--- config.mk ---
export PLATFORM = sky130hd
export DESIGN_NAME = coil_launch_fire_and_speed_gate_flat
export DESIGN_NICKNAME = d
export VERILOG_FILES = /design/src/rtl/core/clfsg_pkg.sv /design/src/rtl/core/clfsg_if.sv /design/src/rtl/core/clfsg_front.sv /design/src/rtl/core/clfsg_div.sv /design/src/rtl/core/clfsg_back.sv /design/src/rtl/core/coil_launch_fire_and_speed_gate.sv /design/src/flat_wrapper.sv
export SDC_FILE = /design/constraint.sdc
export NUM_CORES = 1
export LEC_CHECK = 0
export BUFFER_PORTS_ARGS = -buffer_cell sky130_fd_sc_hd__buf_2
export CAP_MARGIN = 25
export CORE_MARGIN = 1
export CORE_UTILIZATION = 45
export DETAILED_ROUTE_END_ITERATION = 16
export REMOVE_ABC_BUFFERS = 1
export SETUP_SLACK_MARGIN = 0.1
export SLEW_MARGIN = 20
export SYNTH_ARGS = -nofsm -noshare
export SYNTH_HDL_FRONTEND = slang
export SYNTH_HIERARCHICAL = 1
export SYNTH_SLANG_ARGS = --single-unit
--- constraint.sdc ---
create_clock -name clk -period 22.7 [get_ports clk]
set_input_delay 2.27 -clock clk [delete_from_list [all_inputs] [get_ports clk]]
set_output_delay 2.27 -clock clk [all_outputs]
set_load 0.05 [all_outputs]
--- src/rtl/core/clfsg_pkg.sv ---
// package for the coil launcher fire window and speed gate block
// shared types and constants, no dependencies
package clfsg_pkg;

	localparam int unsigned CFG_IDX_W  = 2;
	localparam int unsigned DIST_W     = 20;
	localparam int unsigned WIN_W      = 16;
	localparam int unsigned RES_W      = 32;
	localparam int unsigned NUM_W      = 30;   // distance * 1000 fits in 30 bits
	localparam int unsigned STEP_CNT_W = 7;

	localparam logic [CFG_IDX_W-1:0] REG_FIRE_WINDOW = 2'd0;
	localparam logic [CFG_IDX_W-1:0] REG_COOLDOWN    = 2'd1;
	localparam logic [CFG_IDX_W-1:0] REG_GATE_A_DIST = 2'd2;
	localparam logic [CFG_IDX_W-1:0] REG_GATE_B_DIST = 2'd3;

	typedef enum logic [1:0] {
		BK_IDLE,
		BK_DIV_A,
		BK_DIV_B,
		BK_OUT
	} back_state_t;

endpackage

--- src/rtl/core/clfsg_if.sv ---
// valid/ready channel interfaces for the poll, result and config channels
// depends on clfsg_pkg
interface clfsg_poll_if;
	logic        valid;
	logic        ready;
	logic [31:0] now_ms;
	logic [31:0] now_us;
	logic        hall_trigger;
	logic        hall_gate_a_start;
	logic        hall_gate_a_end;
	logic        hall_gate_b_start;
	logic        hall_gate_b_end;
	modport source (output valid, now_ms, now_us, hall_trigger, hall_gate_a_start,
		hall_gate_a_end, hall_gate_b_start, hall_gate_b_end, input ready);
	modport sink (input valid, now_ms, now_us, hall_trigger, hall_gate_a_start,
		hall_gate_a_end, hall_gate_b_start, hall_gate_b_end, output ready);
endinterface

interface clfsg_result_if;
	logic        valid;
	logic        ready;
	logic        drive_coil_one;
	logic        drive_coil_two;
	logic        gate_a_valid;
	logic [31:0] gate_a_gap_us;
	logic [31:0] gate_a_speed_mm_s;
	logic        gate_b_valid;
	logic [31:0] gate_b_gap_us;
	logic [31:0] gate_b_speed_mm_s;
	modport source (output valid, drive_coil_one, drive_coil_two, gate_a_valid,
		gate_a_gap_us, gate_a_speed_mm_s, gate_b_valid, gate_b_gap_us,
		gate_b_speed_mm_s, input ready);
	modport sink (input valid, drive_coil_one, drive_coil_two, gate_a_valid,
		gate_a_gap_us, gate_a_speed_mm_s, gate_b_valid, gate_b_gap_us,
		gate_b_speed_mm_s, output ready);
endinterface

interface clfsg_cfg_if;
	logic        valid;
	logic        ready;
	logic [1:0]  index;
	logic [31:0] data;
	modport source (output valid, index, data, input ready);
	modport sink (input valid, index, data, output ready);
endinterface

--- src/rtl/core/clfsg_front.sv ---
// front end: accepts polls, updates fire window and gate latches, forms a job
// depends on clfsg_pkg
module clfsg_front #(
	parameter int unsigned TIME_BITS = 32
) (
	input  logic                             clk,
	input  logic                             arst_n,
	input  logic                             in_valid,
	output logic                             in_ready,
	input  logic [31:0]                      now_ms,
	input  logic [31:0]                      now_us,
	input  logic                             hall_trigger,
	input  logic                             hall_gate_a_start,
	input  logic                             hall_gate_a_end,
	input  logic                             hall_gate_b_start,
	input  logic                             hall_gate_b_end,
	input  logic [clfsg_pkg::WIN_W-1:0]      fire_window_ms,
	input  logic [clfsg_pkg::WIN_W-1:0]      cooldown_ms,
	input  logic [clfsg_pkg::DIST_W-1:0]     dist_a,
	input  logic [clfsg_pkg::DIST_W-1:0]     dist_b,
	output logic                             job_valid,
	input  logic                             job_ready,
	output logic                             job_coil1,
	output logic                             job_coil2,
	output logic                             job_a_hit,
	output logic [TIME_BITS-1:0]             job_a_gap,
	output logic [clfsg_pkg::DIST_W-1:0]     job_a_dist,
	output logic                             job_b_hit,
	output logic [TIME_BITS-1:0]             job_b_gap,
	output logic [clfsg_pkg::DIST_W-1:0]     job_b_dist
);
	localparam int unsigned EXT_W = (TIME_BITS > 32) ? TIME_BITS : 32;

	logic [TIME_BITS-1:0] fire_start_q, a_start_q, b_start_q;
	logic [TIME_BITS-1:0] ms_t, us_t, start_eff, elapsed, gap_a, gap_b;
	logic [EXT_W-1:0]     now_ms_x, now_us_x;
	logic                 in_win, cool_done, a_arm, b_arm, a_end_hit, b_end_hit;
	logic                 take;

	assign now_ms_x = EXT_W'(now_ms);
	assign now_us_x = EXT_W'(now_us);
	assign ms_t = now_ms_x[TIME_BITS-1:0];
	assign us_t = now_us_x[TIME_BITS-1:0];

	// one-deep job register is the queue slot toward the back end
	assign in_ready = !job_valid || job_ready;
	assign take     = in_valid && in_ready;

	assign start_eff = (!hall_trigger && fire_start_q == '0) ? ms_t : fire_start_q;
	assign elapsed   = ms_t - start_eff;
	assign in_win    = elapsed <= TIME_BITS'(fire_window_ms);
	assign cool_done = !in_win && (elapsed >= TIME_BITS'(cooldown_ms));

	assign a_arm     = hall_trigger && !hall_gate_a_start && a_start_q == '0 && hall_gate_a_end;
	assign b_arm     = hall_trigger && !hall_gate_b_start && b_start_q == '0 && hall_gate_b_end;
	assign a_end_hit = hall_trigger && !hall_gate_a_end && a_start_q != '0;
	assign b_end_hit = hall_trigger && !hall_gate_b_end && b_start_q != '0;
	assign gap_a     = us_t - a_start_q;
	assign gap_b     = us_t - b_start_q;

	always_ff @(posedge clk or negedge arst_n) begin
		if (!arst_n) begin
			fire_start_q <= '0;
			a_start_q    <= '0;
			b_start_q    <= '0;
			job_valid    <= 1'b0;
		end else begin
			if (take) begin
				fire_start_q <= cool_done ? '0 : start_eff;
				if (a_arm) a_start_q <= us_t;
				else if (a_end_hit) a_start_q <= '0;
				if (b_arm) b_start_q <= us_t;
				else if (b_end_hit) b_start_q <= '0;
				job_valid <= 1'b1;
			end else if (job_ready) begin
				job_valid <= 1'b0;
			end
		end
	end

	always_ff @(posedge clk) begin
		if (take) begin
			job_coil1  <= in_win && !hall_trigger;
			job_coil2  <= in_win && hall_trigger && !hall_gate_a_end;
			job_a_hit  <= a_end_hit && gap_a > TIME_BITS'(1);
			job_a_gap  <= gap_a;
			job_a_dist <= dist_a;
			job_b_hit  <= b_end_hit && gap_b > TIME_BITS'(1);
			job_b_gap  <= gap_b;
			job_b_dist <= dist_b;
		end
	end
endmodule

--- src/rtl/core/clfsg_div.sv ---
// restoring divider, one quotient bit per cycle, 30-bit quotient zero-extended to 32 bits
// depends on clfsg_pkg
module clfsg_div #(
	parameter int unsigned TIME_BITS = 32
) (
	input  logic                         clk,
	input  logic                         arst_n,
	input  logic                         start,
	input  logic [clfsg_pkg::NUM_W-1:0]  numer,
	input  logic [TIME_BITS-1:0]         denom,
	output logic                         done,
	output logic [clfsg_pkg::RES_W-1:0]  quot
);
	localparam int unsigned NW = clfsg_pkg::NUM_W;
	localparam int unsigned RW = TIME_BITS + 1;

	logic [NW-1:0]                   q_q;
	logic [RW-1:0]                   rem_q, trial;
	logic [TIME_BITS-1:0]            den_q;
	logic [clfsg_pkg::STEP_CNT_W-1:0] cnt_q;
	logic                            busy_q;

	assign trial = {rem_q[RW-2:0], q_q[NW-1]};

	always_ff @(posedge clk or negedge arst_n) begin
		if (!arst_n) begin
			busy_q <= 1'b0;
			done   <= 1'b0;
			cnt_q  <= '0;
		end else begin
			done <= 1'b0;
			if (start) begin
				busy_q <= 1'b1;
				cnt_q  <= clfsg_pkg::STEP_CNT_W'(NW);
			end else if (busy_q) begin
				cnt_q <= cnt_q - clfsg_pkg::STEP_CNT_W'(1);
				if (cnt_q == clfsg_pkg::STEP_CNT_W'(1)) begin
					busy_q <= 1'b0;
					done   <= 1'b1;
				end
			end
		end
	end

	always_ff @(posedge clk) begin
		if (start) begin
			q_q   <= numer;
			rem_q <= '0;
			den_q <= denom;
		end else if (busy_q) begin
			if (trial >= {1'b0, den_q}) begin
				rem_q <= trial - {1'b0, den_q};
				q_q   <= {q_q[NW-2:0], 1'b1};
			end else begin
				rem_q <= trial;
				q_q   <= {q_q[NW-2:0], 1'b0};
			end
		end
	end

	// quotient of a 30-bit numerator never exceeds 32 bits
	assign quot = clfsg_pkg::RES_W'(q_q);

	div_done_after_busy: assert property (@(posedge clk) disable iff (!arst_n)
		done |-> $past(busy_q)) else $error("divider done without work");
	div_no_restart: assert property (@(posedge clk) disable iff (!arst_n)
		start |-> !busy_q) else $error("divider restarted while busy");
	div_rem_bound: assert property (@(posedge clk) disable iff (!arst_n)
		busy_q |-> rem_q < {1'b0, den_q}) else $error("divider remainder out of range");
endmodule

--- src/rtl/core/clfsg_back.sv ---
// back end: up to two speed divisions on the shared divider, then the result register
// depends on clfsg_pkg and clfsg_div
module clfsg_back #(
	parameter int unsigned TIME_BITS = 32
) (
	input  logic                         clk,
	input  logic                         arst_n,
	input  logic                         job_valid,
	output logic                         job_ready,
	input  logic                         job_coil1,
	input  logic                         job_coil2,
	input  logic                         job_a_hit,
	input  logic [TIME_BITS-1:0]         job_a_gap,
	input  logic [clfsg_pkg::DIST_W-1:0] job_a_dist,
	input  logic                         job_b_hit,
	input  logic [TIME_BITS-1:0]         job_b_gap,
	input  logic [clfsg_pkg::DIST_W-1:0] job_b_dist,
	clfsg_result_if.source               res
);
	clfsg_pkg::back_state_t state_q, state_d;
	logic                        div_start, div_done;
	logic [clfsg_pkg::NUM_W-1:0] numer;
	logic [TIME_BITS-1:0]        denom;
	logic [clfsg_pkg::RES_W-1:0] quot;
	logic                        c1_q, c2_q, ah_q, bh_q, started_q;
	logic [TIME_BITS-1:0]        ag_q, bg_q;
	logic [clfsg_pkg::DIST_W-1:0] ad_q, bd_q;
	logic [clfsg_pkg::RES_W-1:0] as_q;

	// take a job only when idle
	assign job_ready = (state_q == clfsg_pkg::BK_IDLE);

	always_comb begin
		state_d = state_q;
		unique case (state_q)
			clfsg_pkg::BK_IDLE: if (job_valid) state_d = clfsg_pkg::BK_DIV_A;
			clfsg_pkg::BK_DIV_A: if (!ah_q || div_done) state_d = clfsg_pkg::BK_DIV_B;
			clfsg_pkg::BK_DIV_B: if (!bh_q || div_done) state_d = clfsg_pkg::BK_OUT;
			clfsg_pkg::BK_OUT: if (res.ready) state_d = clfsg_pkg::BK_IDLE;
			default: state_d = clfsg_pkg::BK_IDLE;
		endcase
	end

	always_comb begin
		div_start = 1'b0;
		numer     = '0;
		denom     = '0;
		unique case (state_q)
			clfsg_pkg::BK_DIV_A: begin
				div_start = ah_q && !started_q;
				numer     = clfsg_pkg::NUM_W'(ad_q) * clfsg_pkg::NUM_W'(1000);
				denom     = ag_q;
			end
			clfsg_pkg::BK_DIV_B: begin
				div_start = bh_q && !started_q;
				numer     = clfsg_pkg::NUM_W'(bd_q) * clfsg_pkg::NUM_W'(1000);
				denom     = bg_q;
			end
			default: ;
		endcase
	end

	clfsg_div #(.TIME_BITS(TIME_BITS)) u_div (
		.clk(clk), .arst_n(arst_n), .start(div_start), .numer(numer), .denom(denom),
		.done(div_done), .quot(quot)
	);

	always_ff @(posedge clk or negedge arst_n) begin
		if (!arst_n) begin
			state_q   <= clfsg_pkg::BK_IDLE;
			started_q <= 1'b0;
		end else begin
			state_q <= state_d;
			if (state_q != state_d) started_q <= 1'b0;
			else if (div_start) started_q <= 1'b1;
		end
	end

	always_ff @(posedge clk) begin
		if (state_q == clfsg_pkg::BK_IDLE && job_valid) begin
			c1_q <= job_coil1; c2_q <= job_coil2;
			ah_q <= job_a_hit; ag_q <= job_a_gap; ad_q <= job_a_dist;
			bh_q <= job_b_hit; bg_q <= job_b_gap; bd_q <= job_b_dist;
		end
		if (state_q == clfsg_pkg::BK_DIV_A && div_done) as_q <= quot;
		if (state_q == clfsg_pkg::BK_DIV_B) begin
			res.drive_coil_one    <= c1_q;
			res.drive_coil_two    <= c2_q;
			res.gate_a_valid      <= ah_q;
			res.gate_a_gap_us     <= ah_q ? clfsg_pkg::RES_W'(ag_q) : '0;
			res.gate_a_speed_mm_s <= ah_q ? as_q : '0;
			res.gate_b_valid      <= bh_q;
			res.gate_b_gap_us     <= bh_q ? clfsg_pkg::RES_W'(bg_q) : '0;
			res.gate_b_speed_mm_s <= bh_q ? quot : '0;
		end
	end

	assign res.valid = (state_q == clfsg_pkg::BK_OUT);

	bk_out_holds: assert property (@(posedge clk) disable iff (!arst_n)
		(res.valid && !res.ready) |=> res.valid) else $error("result dropped");
	bk_no_take_busy: assert property (@(posedge clk) disable iff (!arst_n)
		job_ready |-> !res.valid) else $error("job taken with result pending");
	bk_coils_excl: assert property (@(posedge clk) disable iff (!arst_n)
		res.valid |-> !(res.drive_coil_one && res.drive_coil_two))
		else $error("both coils driven");
endmodule

--- src/rtl/core/coil_launch_fire_and_speed_gate.sv ---
// top level of the coil launcher fire window and speed gate block
// depends on clfsg_pkg, clfsg_if, clfsg_front, clfsg_back
//
// Each poll transaction carries ms and us stamps and five active-low hall levels
// and yields exactly one result transaction. The front end updates the fire window
// and the two gate latches in the cycle a poll is taken and hands a job to the
// back end through a one-deep job register; the back end runs up to two speed
// divisions (distance_um*1000/gap) on one shared restoring divider, one quotient
// bit per cycle while a division runs; the result is held until ready. The
// front end takes the next poll while the back end is still busy with one job.
// Configuration writes are always accepted and should be made while idle.
module coil_launch_fire_and_speed_gate #(
	parameter int unsigned TIME_BITS = 32
) (
	input  logic          clk,
	input  logic          arst_n,
	clfsg_poll_if.sink    poll,
	clfsg_result_if.source result,
	clfsg_cfg_if.sink     cfg
);
	logic [clfsg_pkg::WIN_W-1:0]  fire_window_q, cooldown_q;
	logic [clfsg_pkg::DIST_W-1:0] dist_a_q, dist_b_q;

	// job between front and back end
	logic                         job_valid, job_ready, job_coil1, job_coil2;
	logic                         job_a_hit, job_b_hit;
	logic [TIME_BITS-1:0]         job_a_gap, job_b_gap;
	logic [clfsg_pkg::DIST_W-1:0] job_a_dist, job_b_dist;

	// configuration register file
	assign cfg.ready = 1'b1;
	always_ff @(posedge clk or negedge arst_n) begin
		if (!arst_n) begin
			fire_window_q <= 16'd2000;
			cooldown_q    <= 16'd10000;
			dist_a_q      <= 20'd20000;
			dist_b_q      <= 20'd20000;
		end else if (cfg.valid) begin
			unique case (cfg.index)
				clfsg_pkg::REG_FIRE_WINDOW: fire_window_q <= cfg.data[15:0];
				clfsg_pkg::REG_COOLDOWN:    cooldown_q    <= cfg.data[15:0];
				clfsg_pkg::REG_GATE_A_DIST: dist_a_q      <= cfg.data[19:0];
				clfsg_pkg::REG_GATE_B_DIST: dist_b_q      <= cfg.data[19:0];
				default: ;
			endcase
		end
	end

	clfsg_front #(.TIME_BITS(TIME_BITS)) u_front (
		.clk(clk), .arst_n(arst_n),
		.in_valid(poll.valid), .in_ready(poll.ready),
		.now_ms(poll.now_ms), .now_us(poll.now_us),
		.hall_trigger(poll.hall_trigger),
		.hall_gate_a_start(poll.hall_gate_a_start), .hall_gate_a_end(poll.hall_gate_a_end),
		.hall_gate_b_start(poll.hall_gate_b_start), .hall_gate_b_end(poll.hall_gate_b_end),
		.fire_window_ms(fire_window_q), .cooldown_ms(cooldown_q),
		.dist_a(dist_a_q), .dist_b(dist_b_q),
		.job_valid(job_valid), .job_ready(job_ready),
		.job_coil1(job_coil1), .job_coil2(job_coil2),
		.job_a_hit(job_a_hit), .job_a_gap(job_a_gap), .job_a_dist(job_a_dist),
		.job_b_hit(job_b_hit), .job_b_gap(job_b_gap), .job_b_dist(job_b_dist)
	);

	clfsg_back #(.TIME_BITS(TIME_BITS)) u_back (
		.clk(clk), .arst_n(arst_n),
		.job_valid(job_valid), .job_ready(job_ready),
		.job_coil1(job_coil1), .job_coil2(job_coil2),
		.job_a_hit(job_a_hit), .job_a_gap(job_a_gap), .job_a_dist(job_a_dist),
		.job_b_hit(job_b_hit), .job_b_gap(job_b_gap), .job_b_dist(job_b_dist),
		.res(result)
	);

	top_job_hold: assert property (@(posedge clk) disable iff (!arst_n)
		(job_valid && !job_ready) |=> job_valid) else $error("job lost");
	top_poll_block: assert property (@(posedge clk) disable iff (!arst_n)
		(job_valid && !job_ready) |-> !poll.ready) else $error("poll taken over job");
	top_gate_ok: assert property (@(posedge clk) disable iff (!arst_n)
		(result.valid && result.gate_a_valid) |-> result.gate_a_gap_us > 32'd1)
		else $error("gate a gap too small");
endmodule
--- src/flat_wrapper.sv ---
// flat-port wrapper written by rule: the top's interface ports become plain ports
module coil_launch_fire_and_speed_gate_flat 
#(
	parameter int unsigned TIME_BITS = 32
)
  (clk, arst_n, poll_valid, poll_now_ms, poll_now_us, poll_hall_trigger, poll_hall_gate_a_start, poll_hall_gate_a_end, poll_hall_gate_b_start, poll_hall_gate_b_end, poll_ready, result_valid, result_drive_coil_one, result_drive_coil_two, result_gate_a_valid, result_gate_a_gap_us, result_gate_a_speed_mm_s, result_gate_b_valid, result_gate_b_gap_us, result_gate_b_speed_mm_s, result_ready, cfg_valid, cfg_index, cfg_data, cfg_ready);
  clfsg_poll_if poll_i ();
  clfsg_result_if result_i ();
  clfsg_cfg_if cfg_i ();
  input  logic clk;
  input  logic arst_n;
  input wire logic [$bits(poll_i.valid)-1:0] poll_valid;
  input wire logic [$bits(poll_i.now_ms)-1:0] poll_now_ms;
  input wire logic [$bits(poll_i.now_us)-1:0] poll_now_us;
  input wire logic [$bits(poll_i.hall_trigger)-1:0] poll_hall_trigger;
  input wire logic [$bits(poll_i.hall_gate_a_start)-1:0] poll_hall_gate_a_start;
  input wire logic [$bits(poll_i.hall_gate_a_end)-1:0] poll_hall_gate_a_end;
  input wire logic [$bits(poll_i.hall_gate_b_start)-1:0] poll_hall_gate_b_start;
  input wire logic [$bits(poll_i.hall_gate_b_end)-1:0] poll_hall_gate_b_end;
  output wire logic [$bits(poll_i.ready)-1:0] poll_ready;
  output wire logic [$bits(result_i.valid)-1:0] result_valid;
  output wire logic [$bits(result_i.drive_coil_one)-1:0] result_drive_coil_one;
  output wire logic [$bits(result_i.drive_coil_two)-1:0] result_drive_coil_two;
  output wire logic [$bits(result_i.gate_a_valid)-1:0] result_gate_a_valid;
  output wire logic [$bits(result_i.gate_a_gap_us)-1:0] result_gate_a_gap_us;
  output wire logic [$bits(result_i.gate_a_speed_mm_s)-1:0] result_gate_a_speed_mm_s;
  output wire logic [$bits(result_i.gate_b_valid)-1:0] result_gate_b_valid;
  output wire logic [$bits(result_i.gate_b_gap_us)-1:0] result_gate_b_gap_us;
  output wire logic [$bits(result_i.gate_b_speed_mm_s)-1:0] result_gate_b_speed_mm_s;
  input wire logic [$bits(result_i.ready)-1:0] result_ready;
  input wire logic [$bits(cfg_i.valid)-1:0] cfg_valid;
  input wire logic [$bits(cfg_i.index)-1:0] cfg_index;
  input wire logic [$bits(cfg_i.data)-1:0] cfg_data;
  output wire logic [$bits(cfg_i.ready)-1:0] cfg_ready;
  assign poll_i.valid = poll_valid;
  assign poll_i.now_ms = poll_now_ms;
  assign poll_i.now_us = poll_now_us;
  assign poll_i.hall_trigger = poll_hall_trigger;
  assign poll_i.hall_gate_a_start = poll_hall_gate_a_start;
  assign poll_i.hall_gate_a_end = poll_hall_gate_a_end;
  assign poll_i.hall_gate_b_start = poll_hall_gate_b_start;
  assign poll_i.hall_gate_b_end = poll_hall_gate_b_end;
  assign poll_ready = poll_i.ready;
  assign result_valid = result_i.valid;
  assign result_drive_coil_one = result_i.drive_coil_one;
  assign result_drive_coil_two = result_i.drive_coil_two;
  assign result_gate_a_valid = result_i.gate_a_valid;
  assign result_gate_a_gap_us = result_i.gate_a_gap_us;
  assign result_gate_a_speed_mm_s = result_i.gate_a_speed_mm_s;
  assign result_gate_b_valid = result_i.gate_b_valid;
  assign result_gate_b_gap_us = result_i.gate_b_gap_us;
  assign result_gate_b_speed_mm_s = result_i.gate_b_speed_mm_s;
  assign result_i.ready = result_ready;
  assign cfg_i.valid = cfg_valid;
  assign cfg_i.index = cfg_index;
  assign cfg_i.data = cfg_data;
  assign cfg_ready = cfg_i.ready;
  coil_launch_fire_and_speed_gate #(.TIME_BITS(TIME_BITS)) u_core (.clk(clk), .arst_n(arst_n), .poll(poll_i), .result(result_i), .cfg(cfg_i));
endmodule
## Word level (Yosys, flattened, before mapping)

Cells that the tools add are included.

| storage, ports and cells | value |
|---|---|
| flip-flop bits (word level) | 651 |
| bits in latches | 0 |
| bits in writable memories | 0 |
| memory bits (read-only) | 0 |
| bits of input ports | 108 |
| output and inout port bits | 135 |
| logic and storage cells | 145 |
| memories kept | 0 |

| cells by class | value |
|---|---|
| add/subtract/negate cells | 5 |
| $mul | 2 |
| div/mod/pow operators | 0 |
| order comparisons | 5 |
| equality and inequality tests | 8 |
| shift-type cells | 0 |
| multiplexer cells | 30 |
| bitwise gates (word level) | 0 |
| reductions and logical operators | 53 |

Operators by type and width:

| operator | number |
|---|---|
| 32-bit 2-to-1 mux | 7 |
| 32-bit subtractor | 4 |
| 32-bit zero test | 3 |
| 32-bit by 1-bit greater-than comparator with 1-bit output (second input constant) | 2 |
| 32-bit case mux with 2 select lines | 1 |
| 32-bit nonzero test | 2 |
| 30-bit 2-to-1 mux | 2 |
| 30-bit case mux with 2 select lines | 1 |
| 20-bit by 7-bit multiplier with 27-bit output (second input constant) | 2 |
| 33-bit by 32-bit greater-or-equal comparator with 1-bit output | 1 |
| 32-bit by 16-bit greater-or-equal comparator with 1-bit output | 1 |
| 32-bit by 16-bit less-or-equal comparator with 1-bit output | 1 |
| 1-bit logical AND | 22 |
| 7-bit 2-to-1 mux | 2 |
| 2-bit AND reduction | 6 |
| 1-bit 2-to-1 mux | 11 |
| 1-bit zero test | 10 |
| 2-bit nonzero test | 5 |
| 2-bit == test (second input constant) | 4 |
| 2-bit 2-to-1 mux | 4 |
| 2-bit case mux with 4 select lines | 1 |
| 7-bit by 1-bit == test with 1-bit output (second input constant) | 1 |
| 7-bit by 1-bit subtractor with 7-bit output (second input constant) | 1 |
| 2-bit by 1-bit == test with 1-bit output (second input constant) | 2 |
| 4 further kinds | 7 |

## Depth between registers and ports, before layout

| depth | value |
|---|---|
| word-level depth | 8 |
| mapped depth | 29 |
| mapped depth without buffers | 26 |

## Hierarchy

The synthesis kept the hierarchy.

By module, submodules not included:

| module | instances | cells an instance | area each (um^2) | sequential area each (um^2) |
|---|---|---|---|---|
| clfsg_back | 1 | 1,283 | 16,787.4 | 8,242.9 |
| clfsg_front | 1 | 1,368 | 13,600.5 | 5,670.4 |
| clfsg_div | 1 | 588 | 5,978.2 | 2,727.6 |
| coil_launch_fire_and_speed_gate | 1 | 156 | 2,737.6 | 1,828.0 |

## Worst setup path before layout

OpenSTA, ideal clock, no wires.

| timing | value |
|---|---|
| kind | reg-to-reg |
| start point | reg u_core.u_back.state_q[0] |
| end point | reg u_core.u_back.u_div.q_q[0], enable pin |
| setup time | 0.385 ns |
| arrival time | 7.805 ns |
| path slack | 14.510 ns |
| stages on the path, launching flop included | 10 |
| buffers on the path | 3 |
| period minus slack after synthesis | 8.190 ns |
| cells stage by stage | dfrtp_1 -> inv_1 -> ha_1 -> clkbuf_1 -> mux2i_1 -> nor3b_1 -> clkbuf_1 -> nor2_1 -> clkbuf_1 -> inv_1 |

| on the way | value |
|---|---|
| longest elaborated chain between the ends | 3 |
| elaborated cells between the ends (all ways) | 4 |

RTL lines:

| element | line | RTL |
|---|---|---|
| from (decl) | clfsg_back.sv:20 | `clfsg_pkg::back_state_t state_q, state_d;` |
| from (signal assigned) | clfsg_back.sv:70 | `state_q <= clfsg_pkg::BK_IDLE;` |
| from (signal assigned) | clfsg_back.sv:73 | `state_q <= state_d;` |
| 2-bit == test / 2-bit by 1-bit == test with 1-bit output (equally long branches) | clfsg_back.sv:48 | `unique case (state_q)` |
| 1-bit case mux with 2 select lines (*) | clfsg_back.sv:48 |  |
| net u_core.u_back.div_start | clfsg_back.sv:21 | `logic div_start, div_done;` |
| 2-bit nonzero test (no source line) (*) | - |  |
| to (signal assigned) | clfsg_div.sv:47 | `q_q <= numer;` |
| to (signal assigned) | clfsg_div.sv:53 | `q_q <= {q_q[NW-2:0], 1'b1};` |
| to (signal assigned) | clfsg_div.sv:56 | `q_q <= {q_q[NW-2:0], 1'b0};` |
| to (decl) | clfsg_div.sv:17 | `logic [NW-1:0] q_q;` |

The timed path passes the listed nets; every way through them passes the cells marked *.
A chain may end at the register's enable or synchronous reset.

## Final worst setup path

| timing | value |
|---|---|
| start point | in poll_hall_trigger |
| end point | reg u_core.u_front.fire_start_q[26] |

| on the way | value |
|---|---|
| longest elaborated chain between the ends | 8 |
| elaborated cells between the ends (all ways) | 9 |

RTL lines:

| element | line | RTL |
|---|---|---|
| from (decl) | flat_wrapper.sv:15 | `input wire logic [$bits(poll_i.hall_trigger)-1:0] poll_hall_trigger;` |
| 1-bit zero test (*) | clfsg_front.sv:49 | `assign start_eff = (!hall_trigger && fire_start_q == '0) ? ms_t : fire_start_q;` |
| 1-bit logical AND (*) | clfsg_front.sv:49 |  |
| 32-bit 2-to-1 mux (*) | clfsg_front.sv:49 |  |
| 32-bit subtractor | clfsg_front.sv:50 | `assign elapsed = ms_t - start_eff;` |
| 32-bit by 16-bit less-or-equal comparator with 1-bit output | clfsg_front.sv:51 | `assign in_win = elapsed <= TIME_BITS'(fire_window_ms);` |
| 1-bit zero test | clfsg_front.sv:52 | `assign cool_done = !in_win && (elapsed >= TIME_BITS'(cooldown_ms));` |
| 1-bit logical AND | clfsg_front.sv:52 |  |
| 32-bit 2-to-1 mux (*) | clfsg_front.sv:69 | `fire_start_q <= cool_done ? '0 : start_eff;` |
| to (signal assigned) | clfsg_front.sv:69 |  |
| to (decl) | clfsg_front.sv:34 | `logic [TIME_BITS-1:0] fire_start_q, a_start_q, b_start_q;` |

Every way passes the cells marked *; elsewhere a longest branch is shown, timed or not.

==> impl_metrics.toml <==
[sta]
period_needed_ns = 8.21
hold_viol = 0
slew_viol_final = 0
fmax_ghz = 0.122
setup-violations-final = 0
finClkSkew_ns = 0.0280
fin_crit_sh_pct = 36.2
rsz0062_at_grt = "no"
setup_ws_ns = 14.49
worstMarginPinSlew_ns = 0.932
maxSlewHeadroom_pct = 37.8
whs_ns = 0.403
setup_tns_ns = 0

[synth]
synth_cells = 3395
synth-edff-count = 442
seq_area_frac_synth_pct = 47.2
yosysTopAreaCell = "edfxtp_1"
synth.distinct_cells = 104
synth.avg_cell_area_um2 = 11.5
ys_ff_latch = 655
synth-main-ff-cell = "edfxtp_1"
async_flop_share_pct = 27.6
yosysWarningCount = 6
synth_top_cells_by_area = "edfxtp_1, dfrtp_1, ha_1"
syn-cell-area_um2 = 39100
synth_top_area_share_pct = 33.9

[status]
status = "complete, no violations"

[global_routing]
grt_pass1_wl_um = 144000
gr-total-overflow = 0
track_usage_pct = 20.6
grt_pass1_vias = 25241
antenna_found_initial = 6
grt_max_degree = 135

[floorplanning]
coreArea_um2 = 85700
die-area_um2 = 88100
die_y_um = 297
die_w_um = 297
start_util_pct = 45.6
rows = 107
ios = 243

[worst_setup_path]
arrival_ns = 8.74
start_kind = "input port"
slowest_stage = "o2111ai_4"
critPathRequiredTime_ns = 23.23
cp_max_fo = 39
cpPeakStageDelay_ns = 0.45
path_class = "input port to flop"
cpMostUsedCell = "a21oi_1"
end_kind = "flop"
path_buf_inv = 4
critical-path-top-delay-family = "compound AO/OA/AOI/OAI gates"

[cts]
worstSkewPairLatency_ns = 0.63
numCtsBuffers = 72
cts_setup_buffers = 0
cts_tree = "yes"
cts_hold_buf = 0
cts_sinks = 655
htree_num_levels = 3
cts-resized-gates = 0
cts_root_buf = "clkbuf_16"
clk_pin_slew_ns = 0.07
clock_path_buffers = 3

[placed_design]
gp_congestion = 0.883
dp_slack_ns = 13.85
dpl.hpwl_um = 67300
placed_cells = 4681
io_buffers = 229

[flow_run]
cap_viol_max_count = 0

[route]
drcViolationCount = 0
vias_per_cell = 5.33
drtPass1Iterations = 5
routed_wl_um = 89900
routedWlPerCell_um = 18.7
first_iter_violations = 1516
vias = 25671
postRouteAntennaNets = 0

[final_layout]
multi_input_area_um2 = 18700
fin_nets = 4141
fillers = 7741
seq_area_um2 = 18500
layoutNonFillerInstCount = 4818
layout-drive-gt1-share_pct = 15.4
area_growth_pct = 12.2

[min_path]
hold_path.class = "flop to flop"
-- cells in the mapped netlist (all sizes together) (85+ instances only) --
cell type,count
edfxtp,442
inv,389
ha,277
a21oi,211
dfrtp,160
nor2,152
and2,149
fa,144
nand2,137
o21ai,109
mux2,103
xnor2,88
clkbuf,85
-- layout make-up --
type / instances / share of cell area, %
Inverter: 389 / 3.33
Clock inverter: 37 / 1.10
Antenna cell: 4 / 0.0228
Timing Repair Buffer: 250 / 3.07
Sequential cell: 655 / 42.1
Clock buffer: 95 / 4.42
Tap cell: 1144 / 3.26
Multi-Input combinational cell: 2244 / 42.7
-- registers in the layout, indices dropped and copies added (netlist names), 30 cells and up --
| signal | flops |
|---|---|
| u_core/u_back/res.gate_a_speed_mm_s | 32 |
| u_core/u_back/u_div/rem_q | 32 |
| u_core/u_back/res.gate_b_speed_mm_s | 32 |
| u_core/u_front/b_start_q | 32 |
| u_core/u_back/res.gate_b_gap_us | 32 |
| u_core/u_front/a_start_q | 32 |
| u_core/u_front/job_a_gap | 32 |
| u_core/u_back/ag_q | 32 |
| u_core/u_back/as_q | 32 |
| u_core/u_back/u_div/q_q | 30 |
| u_core/u_back/bg_q | 32 |
| u_core/u_front/fire_start_q | 32 |
| u_core/u_front/job_b_gap | 32 |
| u_core/u_back/u_div/den_q | 32 |
| u_core/u_back/res.gate_a_gap_us | 32 |
-- placed cells by master (no fill, tap or decap), types with 103 or more instances in the layout --
cell type  netlist  routed
edfxtp_1       442     442
inv_1          389     387
ha_1           277     275
buf_2            8     228
a21oi_1        208     208
dfrtp_1        160     160
nor2_1         152     150
and2_1         149     148
fa_1           144     144
nand2_1        137     136
mux2_2         103     103
o21ai_0        103     103
-- kinds of logic after synthesis --
group / count (synthesis) / synth area share (%)
fa+ha+maj: 424 / 16.3
buf+inv: 499 / 5.01
simple gates: 755 / 10.3
compound gates: 799 / 14.6
flops: 655 / 47.2
mux: 120 / 3.40
other cells: 3 / 0.0288
xor+xnor: 140 / 3.14
-- routing by layer --
layer	wire [um]	GRT usage (%)
met1	44200	30.5
met5	38	0
met4	2080	6.00
met3	4310	3.09
met2	39300	31.1
-- worst paths after layout --
path	startpoint	endpoint	slack (ns)	cells past startpoint
max	poll_hall_trigger	u_core/u_front/fire_start_q[26]	14.49	28
min	u_core/u_front/job_b_dist[17]	u_core/u_back/bd_q[17]	0.40	0
max reg2reg	u_core/u_front/fire_start_q[8]	u_core/u_front/fire_start_q[26]	15.64	27
min reg2reg	u_core/u_front/job_b_dist[17]	u_core/u_back/bd_q[17]	0.40	0
max in group asynchronous	arst_n	u_core/u_front/b_start_q[28]	19.66	3
min in group asynchronous	arst_n	u_core/u_front/fire_start_q[15]	1.74	1
-- stage by stage --
step	util [%]	instance area [um2]
2_1_floorplan	-	38600
3_3_place_gp	48.3	41400
3_5_place_dp	48.3	41400
4_1_cts	51.2	43800
5_1_grt	51.2	43900
6_report	51.2	43900
Power is left out: the tool's default activity adds up to more than one toggle a clock period on the data nets, which glitch-free logic cannot reach.
